<file path="config.mk">
export PLATFORM = sky130hd
export DESIGN_NAME = particle_pair_selector
export DESIGN_NICKNAME = d
export VERILOG_FILES = /design/src/rtl/pps_pkg.sv /design/src/rtl/particle_pair_selector.sv /design/src/rtl/pps_eval.sv
export SDC_FILE = /design/constraint.sdc
export NUM_CORES = 2
export LEC_CHECK = 0
export BUFFER_PORTS_ARGS = -buffer_cell sky130_fd_sc_hd__clkbuf_2
export CAP_MARGIN = 15
export CORE_MARGIN = 3
export CORE_UTILIZATION = 50
export CTS_CLUSTER_DIAMETER = 40
export DETAILED_ROUTE_END_ITERATION = 16
export GPL_TIMING_DRIVEN = 1
export HOLD_SLACK_MARGIN = 0.06
export PLACE_DENSITY_LB_ADDON = 0.2
export SETUP_SLACK_MARGIN = 0.05
export SLEW_MARGIN = 5
export SYNTH_ARGS = -nofsm -noshare
export SYNTH_HDL_FRONTEND = slang
export SYNTH_HIERARCHICAL = 1
export SYNTH_SLANG_ARGS = --single-unit
</file>
<file path="constraint.sdc">
create_clock -name clk -period 14.9 [get_ports clk]
set_clock_uncertainty 0.05 [all_clocks]
set_input_delay 1.49 -clock clk [delete_from_list [all_inputs] [get_ports clk]]
set_output_delay 1.49 -clock clk [all_outputs]
set_load 0.01 [all_outputs]
</file>
<file path="src/rtl/pps_pkg.sv">
// Package for the particle pair selector: widths, register indexes and the
// structs passed between the input stage, the evaluation logic and the state stage.
// No dependencies.
package pps_pkg;

	localparam int VAL_W     = 32;               // Q16.16 lengths and times
	localparam int N_PART    = 256;              // particle slots in the mark table
	localparam int IDX_W     = $clog2(N_PART);   // particle index width
	localparam int CF_W      = 16;               // contact factor, Q4.12
	localparam int CF_FRAC   = 12;               // fraction bits of the contact factor
	localparam int CNT_W     = 8;                // formed pair counter
	localparam int CFG_IDX_W = 3;                // config register index width

	localparam logic [CNT_W-1:0] CNT_MAX        = {CNT_W{1'b1}};
	localparam logic [CF_W-1:0]  CF_RESET       = CF_W'(1 << CF_FRAC);
	localparam logic [VAL_W-1:0] TIME_LIM_RESET = {VAL_W{1'b1}};

	typedef enum logic [CFG_IDX_W-1:0] {
		CFG_BOUND_RADIUS   = 3'd0,
		CFG_SHELL_MARGIN   = 3'd1,
		CFG_CONTACT_FACTOR = 3'd2,
		CFG_MIN_TIME_STEP  = 3'd3,
		CFG_INIT_TIME_LIM  = 3'd4
	} cfg_reg_t;

	// one request as taken from the input port
	typedef struct packed {
		logic             start_req;
		logic [IDX_W-1:0] first_particle;
		logic [IDX_W-1:0] second_particle;
		logic [VAL_W-1:0] distance;
		logic [VAL_W-1:0] pair_time;
		logic [VAL_W-1:0] first_radius;
		logic [VAL_W-1:0] second_radius;
		logic [VAL_W-1:0] first_center_dist;
		logic [VAL_W-1:0] second_center_dist;
		logic             either_dissociates;
		logic [VAL_W-1:0] first_boundary_time;
		logic [VAL_W-1:0] second_boundary_time;
	} item_t;

	// state-independent results of one request
	typedef struct packed {
		logic             start_req;
		logic             contact;      // distance below the contact limit
		logic             dissociates;
		logic             first_in;     // first shell inside the boundary
		logic             second_in;    // second shell inside the boundary
		logic [IDX_W-1:0] first_idx;
		logic [IDX_W-1:0] second_idx;
		logic [VAL_W-1:0] distance;
		logic [VAL_W-1:0] pair_time;
		logic [VAL_W-1:0] t_unmarked;   // lowering time when both unmarked
		logic [VAL_W-1:0] t_disso;      // lowering time when dissociating
	} eval_t;

endpackage

</file>
<file path="src/rtl/particle_pair_selector.sv">
// Top level of the particle pair selector: config registers, two-stage pipeline,
// mark table and pass state. Depends on pps_pkg and pps_eval.
//
//   port group   dir   handshake             payload
//   in_*         in    in_valid / in_stall   candidate pair request fields
//   out_*        out   out_valid / out_stall one result per request
//   cfg_*        in    cfg_we                cfg_index, cfg_data (write only)
//
// A request accepted on the input is held in the stage-1 register and its result
// is registered in the stage-2 result and state registers; one request per cycle
// is sustained while out_stall is low. The contact multiply, shell compares and
// the update of marks, minimum, flags and count run combinationally from stage 1
// into the result and state registers (stage 2). Each stage loads when empty or
// when it moves on, so at most two requests are held and in_stall rises only
// while both wait under out_stall. Reset (arst_n) empties both stages, restores
// the config registers and loads the pass state as if a pass had just begun.
module particle_pair_selector (
	input  logic                              clk,
	input  logic                              arst_n,
	// config write port
	input  logic                              cfg_we,
	input  logic [pps_pkg::CFG_IDX_W-1:0]     cfg_index,
	input  logic [pps_pkg::VAL_W-1:0]         cfg_data,
	// request channel
	input  logic                              in_valid,
	output logic                              in_stall,
	input  logic                              start_req,
	input  logic [pps_pkg::IDX_W-1:0]         first_particle,
	input  logic [pps_pkg::IDX_W-1:0]         second_particle,
	input  logic [pps_pkg::VAL_W-1:0]         distance,
	input  logic [pps_pkg::VAL_W-1:0]         pair_time,
	input  logic [pps_pkg::VAL_W-1:0]         first_radius,
	input  logic [pps_pkg::VAL_W-1:0]         second_radius,
	input  logic [pps_pkg::VAL_W-1:0]         first_center_dist,
	input  logic [pps_pkg::VAL_W-1:0]         second_center_dist,
	input  logic                              either_dissociates,
	input  logic [pps_pkg::VAL_W-1:0]         first_boundary_time,
	input  logic [pps_pkg::VAL_W-1:0]         second_boundary_time,
	// result channel
	output logic                              out_valid,
	input  logic                              out_stall,
	output logic                              formed_pair,
	output logic [pps_pkg::IDX_W-1:0]         pair_first,
	output logic [pps_pkg::IDX_W-1:0]         pair_second,
	output logic [pps_pkg::VAL_W-1:0]         pair_distance,
	output logic [pps_pkg::CNT_W-1:0]         pair_count,
	output logic [pps_pkg::VAL_W-1:0]         time_step,
	output logic                              three_body,
	output logic                              pass_active
);
	import pps_pkg::*;

	// config registers
	logic [VAL_W-1:0] bound_radius_q;
	logic [VAL_W-1:0] shell_margin_q;
	logic [CF_W-1:0]  contact_factor_q;
	logic [VAL_W-1:0] min_time_step_q;
	logic [VAL_W-1:0] init_time_lim_q;

	// pipeline
	logic   v_s1, v_s2;
	item_t  item_s1;
	eval_t  ev_comb;
	logic   rdy_s1, rdy_s2;
	logic   adv_s2;

	// pass state
	logic [N_PART-1:0] marks_q;
	logic [VAL_W-1:0]  min_q;
	logic              tb_q;
	logic              act_q;
	logic [CNT_W-1:0]  cnt_q;

	// result registers
	logic              formed_s2;
	logic [IDX_W-1:0]  pfirst_s2;
	logic [IDX_W-1:0]  psecond_s2;
	logic [VAL_W-1:0]  pdist_s2;

	// next-state logic
	logic [N_PART-1:0] marks_d;
	logic [VAL_W-1:0]  min_d;
	logic              tb_d;
	logic              act_d;
	logic [CNT_W-1:0]  cnt_d;
	logic              formed_d;
	logic              unmarked;
	logic [VAL_W-1:0]  t_low;
	logic [VAL_W-1:0]  min_low;

	// ---- config writes; indexes past the list are dropped ----
	always_ff @(posedge clk or negedge arst_n) begin
		if (!arst_n) begin
			bound_radius_q   <= '0;
			shell_margin_q   <= '0;
			contact_factor_q <= CF_RESET;
			min_time_step_q  <= '0;
			init_time_lim_q  <= TIME_LIM_RESET;
		end else if (cfg_we) begin
			unique case (cfg_index)
				CFG_BOUND_RADIUS:   bound_radius_q   <= cfg_data;
				CFG_SHELL_MARGIN:   shell_margin_q   <= cfg_data;
				CFG_CONTACT_FACTOR: contact_factor_q <= cfg_data[CF_W-1:0];
				CFG_MIN_TIME_STEP:  min_time_step_q  <= cfg_data;
				CFG_INIT_TIME_LIM:  init_time_lim_q  <= cfg_data;
				default: ;
			endcase
		end
	end

	// ---- stage ready chain: a stage loads when empty or when it moves on ----
	assign rdy_s2   = !v_s2 || !out_stall;
	assign rdy_s1   = !v_s1 || rdy_s2;
	assign in_stall = !rdy_s1;
	assign adv_s2   = v_s1 && rdy_s2;

	always_ff @(posedge clk or negedge arst_n) begin
		if (!arst_n) begin
			v_s1 <= 1'b0;
			v_s2 <= 1'b0;
		end else begin
			if (rdy_s1) v_s1 <= in_valid;
			if (rdy_s2) v_s2 <= v_s1;
		end
	end

	// stage 1: request register
	always_ff @(posedge clk) begin
		if (rdy_s1 && in_valid) begin
			item_s1.start_req            <= start_req;
			item_s1.first_particle       <= first_particle;
			item_s1.second_particle      <= second_particle;
			item_s1.distance             <= distance;
			item_s1.pair_time            <= pair_time;
			item_s1.first_radius         <= first_radius;
			item_s1.second_radius        <= second_radius;
			item_s1.first_center_dist    <= first_center_dist;
			item_s1.second_center_dist   <= second_center_dist;
			item_s1.either_dissociates   <= either_dissociates;
			item_s1.first_boundary_time  <= first_boundary_time;
			item_s1.second_boundary_time <= second_boundary_time;
		end
	end

	// contact multiply and shell compares, no pass state involved
	pps_eval u_eval (
		.item           (item_s1),
		.bound_radius   (bound_radius_q),
		.shell_margin   (shell_margin_q),
		.contact_factor (contact_factor_q),
		.ev             (ev_comb)
	);

	// ---- stage 2: pass state update ----
	// A start request behaves as if the pass had just been reset, then the
	// request itself is treated against that fresh state.
	always_comb begin
		marks_d  = ev_comb.start_req ? '0 : marks_q;
		min_d    = ev_comb.start_req ? init_time_lim_q : min_q;
		tb_d     = ev_comb.start_req ? 1'b0 : tb_q;
		act_d    = ev_comb.start_req ? 1'b1 : act_q;
		cnt_d    = ev_comb.start_req ? '0 : cnt_q;
		formed_d = 1'b0;

		unmarked = !marks_d[ev_comb.first_idx] && !marks_d[ev_comb.second_idx];
		// lowering time: dissociating, both unmarked, or marked (pair time alone)
		if (ev_comb.dissociates)
			t_low = ev_comb.t_disso;
		else if (unmarked)
			t_low = ev_comb.t_unmarked;
		else
			t_low = ev_comb.pair_time;
		min_low = (t_low < min_d) ? t_low : min_d;

		if (act_d) begin
			if (!ev_comb.contact) begin
				act_d = 1'b0;
			end else if (ev_comb.dissociates) begin
				min_d = min_low;
			end else if (unmarked && ev_comb.first_in && ev_comb.second_in) begin
				formed_d                    = 1'b1;
				marks_d[ev_comb.first_idx]  = 1'b1;
				marks_d[ev_comb.second_idx] = 1'b1;
				if (cnt_d != CNT_MAX)
					cnt_d = cnt_d + 1'b1;
			end else begin
				min_d = min_low;
				if (min_low < min_time_step_q) begin
					tb_d  = 1'b1;
					act_d = 1'b0;
				end
			end
		end
	end

	always_ff @(posedge clk or negedge arst_n) begin
		if (!arst_n) begin
			marks_q <= '0;
			min_q   <= TIME_LIM_RESET;
			tb_q    <= 1'b0;
			act_q   <= 1'b1;
			cnt_q   <= '0;
		end else if (adv_s2) begin
			marks_q <= marks_d;
			min_q   <= min_d;
			tb_q    <= tb_d;
			act_q   <= act_d;
			cnt_q   <= cnt_d;
		end
	end

	// pair fields read as zero unless a pair was formed
	always_ff @(posedge clk) begin
		if (adv_s2) begin
			formed_s2  <= formed_d;
			pfirst_s2  <= formed_d ? ev_comb.first_idx : '0;
			psecond_s2 <= formed_d ? ev_comb.second_idx : '0;
			pdist_s2   <= formed_d ? ev_comb.distance : '0;
		end
	end

	// running state registers hold the values after the request in stage 2
	assign out_valid     = v_s2;
	assign formed_pair   = formed_s2;
	assign pair_first    = pfirst_s2;
	assign pair_second   = psecond_s2;
	assign pair_distance = pdist_s2;
	assign pair_count    = cnt_q;
	assign time_step     = min_q;
	assign three_body    = tb_q;
	assign pass_active   = act_q;

endmodule

</file>
<file path="src/rtl/pps_eval.sv">
// Evaluation logic of the particle pair selector: contact test, shell tests and
// candidate lowering times for one request. Depends on pps_pkg.
module pps_eval (
	input  pps_pkg::item_t                  item,
	input  logic [pps_pkg::VAL_W-1:0]       bound_radius,
	input  logic [pps_pkg::VAL_W-1:0]       shell_margin,
	input  logic [pps_pkg::CF_W-1:0]        contact_factor,
	output pps_pkg::eval_t                  ev
);
	import pps_pkg::*;

	localparam int PROD_W = VAL_W + CF_W + 1;

	logic [VAL_W:0]         rsum;
	logic [PROD_W-1:0]      prod;
	logic [PROD_W-1:0]      dscaled;
	logic [VAL_W:0]         shell1;
	logic [VAL_W:0]         shell2;
	logic                   limit_ok;
	logic [VAL_W-1:0]       limit;
	logic [VAL_W-1:0]       max1;
	logic [VAL_W-1:0]       max2;

	// distance * 2^12 < factor * (r1 + r2), exact
	assign rsum    = {1'b0, item.first_radius} + {1'b0, item.second_radius};
	assign prod    = PROD_W'(rsum) * PROD_W'(contact_factor);
	assign dscaled = PROD_W'({item.distance, {CF_FRAC{1'b0}}});

	// shell = center distance + radius, kept at full width so a carry reads as outside
	assign shell1   = {1'b0, item.first_center_dist} + {1'b0, item.first_radius};
	assign shell2   = {1'b0, item.second_center_dist} + {1'b0, item.second_radius};
	assign limit_ok = shell_margin <= bound_radius;
	assign limit    = bound_radius - shell_margin;

	assign max1 = (item.pair_time > item.first_boundary_time) ?
		item.pair_time : item.first_boundary_time;
	assign max2 = (item.pair_time > item.second_boundary_time) ?
		item.pair_time : item.second_boundary_time;

	always_comb begin
		ev.start_req   = item.start_req;
		ev.contact     = dscaled < prod;
		ev.dissociates = item.either_dissociates;
		ev.first_in    = limit_ok && (shell1 < {1'b0, limit});
		ev.second_in   = limit_ok && (shell2 < {1'b0, limit});
		ev.first_idx   = item.first_particle;
		ev.second_idx  = item.second_particle;
		ev.distance    = item.distance;
		ev.pair_time   = item.pair_time;
		// first inside, second outside takes the second boundary time
		ev.t_unmarked  = ev.first_in ? max2 : max1;
		ev.t_disso     = max2;
	end

endmodule

</file>
### Word-level counts from Yosys, hierarchy flattened

Index checks and enable logic that the tools add are counted.

* divide/modulo/power cells: 0
* add/subtract/negate cells: 5
* eq/ne operators: 5
* bitwise operators: 2
* reduce and logical (&&, ||, !) cells: 23
* muxes and demuxes: 46
* order comparisons: 12
* shifts and indexed selects: 0
* $mul: 1

Operators with widths (number)
* 2-to-1 mux 256 bit: 5
* bitwise OR 256 bit: 2
* 2-to-1 mux 32 bit: 11
* adder 32 x 32 -> 33 bit: 3
* less-than comparator 33 x 32 -> 1 bit: 2
* > comparator 32 bit: 2
* less-than comparator 32 bit: 2
* less-than comparator 44 x 49 -> 1 bit: 1
* multiplier 33 x 16 -> 49 bit: 1
* 2-to-1 mux 8 bit: 6
* <= comparator 32 bit: 1
* subtractor 32 bit: 1
* 2-to-1 mux 1 bit: 20
* less-than comparator 8 x 9 -> 1 bit, second input constant: 2
* binary-select mux 1 bit (select 8 bit): 2
* demux 1 bit (select 8 bit): 2
* >= comparator 8 x 1 -> 1 bit, second input constant: 2
* AND reduction 2 bit: 5
* logical AND 1 bit: 9
* adder 8 x 1 -> 8 bit, second input constant: 1
* inequality test 8 bit, second input constant: 1
* equality test 3 x 2 -> 1 bit, second input constant: 2
* logical NOT 1 bit: 6
* equality test 3 x 1 -> 1 bit, second input constant: 1
* other kinds (3): 4

* latch bits: 0
* bits in read-only memories: 0
* bits in registers: 767
* memories kept: 0
* input port bits: 314
* bits in writable memories: 0

### Longest topological paths before layout

* word-level depth: 15
* depth in mapped cells: 55
* gate-level depth less buffers: 52

### By module

Netlist, hierarchy kept.

By module, submodules not included
* particle_pair_selector: area an instance 37001.7 sq um, cells each 2891, instances 1, sequential area each 20892.5 sq um
* pps_eval: area an instance 27635.3 sq um, cells each 3428, instances 1, sequential area each 0.0 sq um

### Worst setup path before layout

No wires, ideal clock.

* path type: reg2reg
* start point: reg item_s1[129] (netlist bit)
* end point: reg pdist_s2[10] (netlist: pair_distance[10]) (data pin)
* buffers on the path: 4
* clock period less this slack: 10667 ps
* stages on the path, launching flop included: 51
* setup time: 255 ps
* arrival time: 10362 ps
* slack: 4233 ps
* path through: edfxtp_1 ha_1 inv_1 fa_1 nor2b_1 o21a_1 o21ai_1 a21oi_1 o21ai_1 nand2_1 nand2_1 o21ai_0 a21oi_1 xnor2_1 clkbuf_1 nand2_1 fa_1 fa_1 [... 15 more ...] ha_1 nand4_1 a2111o_1 nor4_1 nand4_1 o41ai_1 a31oi_1 o21ai_0 a21oi_1 nor4_1 nand4_1 inv_1 or4_4 buf_6 inv_2 buf_6 buf_6 and2_1

RTL lines
* start: declaration: RTL line particle_pair_selector.sv:62 `item_t item_s1;`
* end signal: assignment: RTL line particle_pair_selector.sv:218 `pdist_s2 <= formed_d ? ev_comb.distance : '0;`
* end: declaration: RTL line particle_pair_selector.sv:78 `logic [VAL_W-1:0] pdist_s2;`

==> impl_metrics.sql <==
INSERT INTO impl_metrics (metric_group, metric, value, unit) VALUES
('hold_path', 'hold_depth', '2', ''),
('final_layout', 'synthToLayoutAreaGrowth', '12.21', '%'),
('final_layout', 'layout.filler_cells', '11110', ''),
('drt', 'detail_route.wl_per_cell', '24.78', 'um'),
('synthesis', 'ys_seq_area_share', '32.32', '%'),
('final_layout', 'layout.cells.most_common_list', '685 x inv_1, 595 x nand2_1, 470 x ha_1, 436 x fa_1, 405 x clkbuf_2', ''),
('drt', 'post_drt_via_cell_ratio', '6.188', ''),
('synthesis', 'cell_count_after_synthesis', '6319', ''),
('floorplanning', 'die_height', '365.5', 'um'),
('status', 'outcome', 'complete, no violations', ''),
('floorplanning', 'floorplan.io_pins', '407', ''),
('global_route', 'grt_pass1_wl', '316100', 'um'),
('clock_network', 'clockBufferDepth', '3', ''),
('place', 'place.port_buffers', '406', ''),
('floorplanning', 'rows', '131', ''),
('setup_path', 'worst-endpoint-arrival', '13.49', 'ns'),
('floorplanning', 'fp.dieArea', '0.1336', 'mm2'),
('setup_path', 'critical_path_class', 'reg -> reg', ''),
('final_layout', 'final_cells', '8396', ''),
('synthesis', 'ys_types', '104', ''),
('synthesis', 'synth_cell_area', '0.06464', 'mm2'),
('global_route', 'track_usage', '31.08', '%'),
('timing', 'fin_tns_setup', '0', 'ns'),
('clock_network', 'clk_root_buffer_cell', 'clkbuf_16', ''),
('global_route', 'grt_antenna_before_repair', '25', ''),
('hold_path', 'worst_hold_startpoint', 'three_body', ''),
('timing', 'final.setup.worst_slack', '1.863', 'ns'),
('final_layout', 'post-route-util', '56.66', '%'),
('place', 'dp_hpwl', '145400', 'um'),
('run', 'timing.max_cap.violations', '0', ''),
('timing', 'maxSlewHeadroom', '12.77', '%'),
('clock_network', 'postCtsSetupRepairBufs', '0', ''),
('synthesis', 'synth_nets', '7539', ''),
('drt', 'num_vias', '51960', ''),
('setup_path', 'critPathSlowestCell', 'fa_1', ''),
('timing', 'hold_violations', '0', ''),
('drt', 'first_pass_iters', '10', ''),
('setup_path', 'critical-path-max-stage-delay', '0.56', 'ns'),
('drt', 'drt_iter0_markers', '5762', ''),
('timing', 'rsz_0062_raised_after_global_routing', 'false', ''),
('synthesis', 'synth-edff-count', '323', ''),
('clock_network', 'cts_num_sinks', '767', ''),
('timing', 'clock.fmax', '0.07670', 'GHz'),
('synthesis', 'synth_ff_type', 'dfrtp_1', ''),
('drt', 'drc', '0', ''),
('timing', 'final_period_minus_worst_setup_slack', '13.04', 'ns'),
('synthesis', 'synth_warnings', '6', ''),
('synthesis', 'synth_async_sr_flop_share', '57.89', '%'),
('clock_network', 'h-tree-depth', '4', ''),
('setup_path', 'worst_path_most_repeated_cell', 'fa_1', ''),
('floorplanning', 'start_util', '50.49', '%'),
('final_layout', 'nets', '7763', ''),
('hold_path', 'hp-class', 'reg -> reg', ''),
('place', 'numPlacedInstances', '8128', ''),
('clock_network', 'post_cts.resized_instances', '0', ''),
('floorplanning', 'fp.dieW', '365.5', 'um'),
('clock_network', 'clock_tree_from_tritoncts', 'built', ''),
('setup_path', 'worst-r2r-cell-count', '47', ''),
('global_route', 'globalRouteOverflowTotal', '0', ''),
('setup_path', 'cp.required', '15.35', 'ns'),
('floorplanning', 'placeableCoreArea', '0.1280', 'mm2'),
('setup_path', 'timing.critical_path.from_type', 'register', ''),
('global_route', 'grt_pass1_vias', '52170', ''),
('drt', 'detail-route-antenna-nets', '0', ''),
('clock_network', 'cts_hold_buf', '0', ''),
('final_layout', 'mostFrequentLayoutCell', 'inv_1', ''),
('clock_network', 'cts_inserted_buffers', '136', ''),
('setup_path', 'worst_r2r_endpoint', 'pair_distance[22]', ''),
('timing', 'setup_violations', '0', ''),
('setup_path', 'start_point_of_the_critical_path', 'item_s1[129]', ''),
('setup_path', 'reg2reg_from', 'item_s1[129]', '');
==> cells in the mapped netlist, types with 20 or more instances <==
cell type | number | area (um2)
inv_1 | 687 | 2579
mux4_2 | 98 | 2207
xor2_1 | 61 | 534.3
dfrtp_1 | 378 | 9459
and2_1 | 256 | 1602
mux2_1 | 20 | 225.2
nor2_1 | 202 | 758.2
clkbuf_1 | 252 | 945.9
o21a_1 | 32 | 240.2
o22ai_1 | 225 | 1408
a22oi_1 | 20 | 150.1
nor2b_1 | 77 | 481.7
nor3_1 | 31 | 155.2
a21o_1 | 151 | 1134
a21oi_1 | 245 | 1226
o21ai_0 | 209 | 1046
buf_4 | 93 | 698.2
a22o_1 | 246 | 2155
o211ai_1 | 52 | 390.4
buf_2 | 63 | 315.3
ha_1 | 470 | 5881
nand4_1 | 80 | 500.5
o21bai_1 | 21 | 157.7
mux2i_1 | 123 | 1231
dfstp_2 | 66 | 1734
nand2b_1 | 43 | 269.0
nand2_1 | 597 | 2241
a31oi_1 | 56 | 350.3
nand3_1 | 102 | 510.5
edfxtp_1 | 323 | 9699
mux2_2 | 160 | 1802
fa_1 | 436 | 8728
xnor2_1 | 100 | 875.8
and3_1 | 31 | 193.9
a222oi_1 | 32 | 320.3
==> flip-flops by register name, indices dropped and copies added (netlist names) <==
name and count:
pair_count 8, init_time_lim_q 32, out_valid 1, pair_first 8, bound_radius_q 32, three_body 1
v_s1 1, item_s1 274, min_time_step_q 32, formed_pair 1, time_step 32, pass_active 1
pair_second 8, contact_factor_q 16, shell_margin_q 32, marks_q 256, pair_distance 32
==> cells by family (layout without fill, tap and decap cells) <==
group                    count (synthesis)  in the layout  synth area share (%)
AND/OR/NAND/NOR                       1508           1508                 11.44
AO/OA/AOI/OAI                         1447           1447                 15.58
buffers and inverters                 1128           1464                 7.398
adder cells (fa/ha/maj)                906            906                 22.60
flip-flops                             767            767                 32.32
multiplexers                           402            402                 8.477
XOR/XNOR                               161            161                 2.182
other                                    0             12                     0
==> metrics by stage <==
step,hold slack (ns),instance area [um2]
4_1_cts,0.4305,72350
2_1_floorplan,0.4074,64640
6_report,0.4339,72530
3_3_place_gp,0.4161,67640
5_1_grt,0.4407,72500
3_5_place_dp,0.4139,67670
==> worst max-delay path, delay by kind of cell (launching register included) <==
| family | cells | cell delay (ns) |
|---|---|---|
| AO/OA/AOI/OAI | 16 | 3.61 |
| XOR/XNOR | 2 | 0.33 |
| AND/OR/NAND/NOR | 11 | 2.63 |
| flip-flops | 1 | 0.35 |
| adder cells (fa/ha/maj) | 10 | 4.44 |
| buffers and inverters | 8 | 1.27 |
==> metal layers <==
layer	wire length, um	GRT usage [%]
met1	84850	42.03
met2	92640	47.51
met3	21150	7.923
met4	9240	13.30
met5	176	0
==> worst max-delay path by stage <==
stage          slack [ns]           endpoint  depth (start not counted)
2_1_floorplan        4.23  pair_distance[10]                         50
3_3_place_gp         2.07      pair_count[3]                         49
3_5_place_dp         1.75      pair_count[4]                         49
4_1_cts              1.72      pair_count[4]                         49
5_1_grt              1.26  pair_distance[19]                         47
6_report             1.86  pair_distance[22]                         47
==> final cells by class <==
cell class	count	area [um2]	share of cell area, %
multi-input combinational	4424	39050	53.84
timing repair buffer	525	3109	4.287
sequential	767	20910	28.82
antenna	12	30.03	0.04140
inverter	689	2589	3.569
tap	1729	2163	2.983
clock buffer	163	3657	5.042
clock inverter	87	1025	1.413
Power is left out: the tool's default activity adds up to more than one toggle a clock period on the data nets, which glitch-free logic cannot reach.
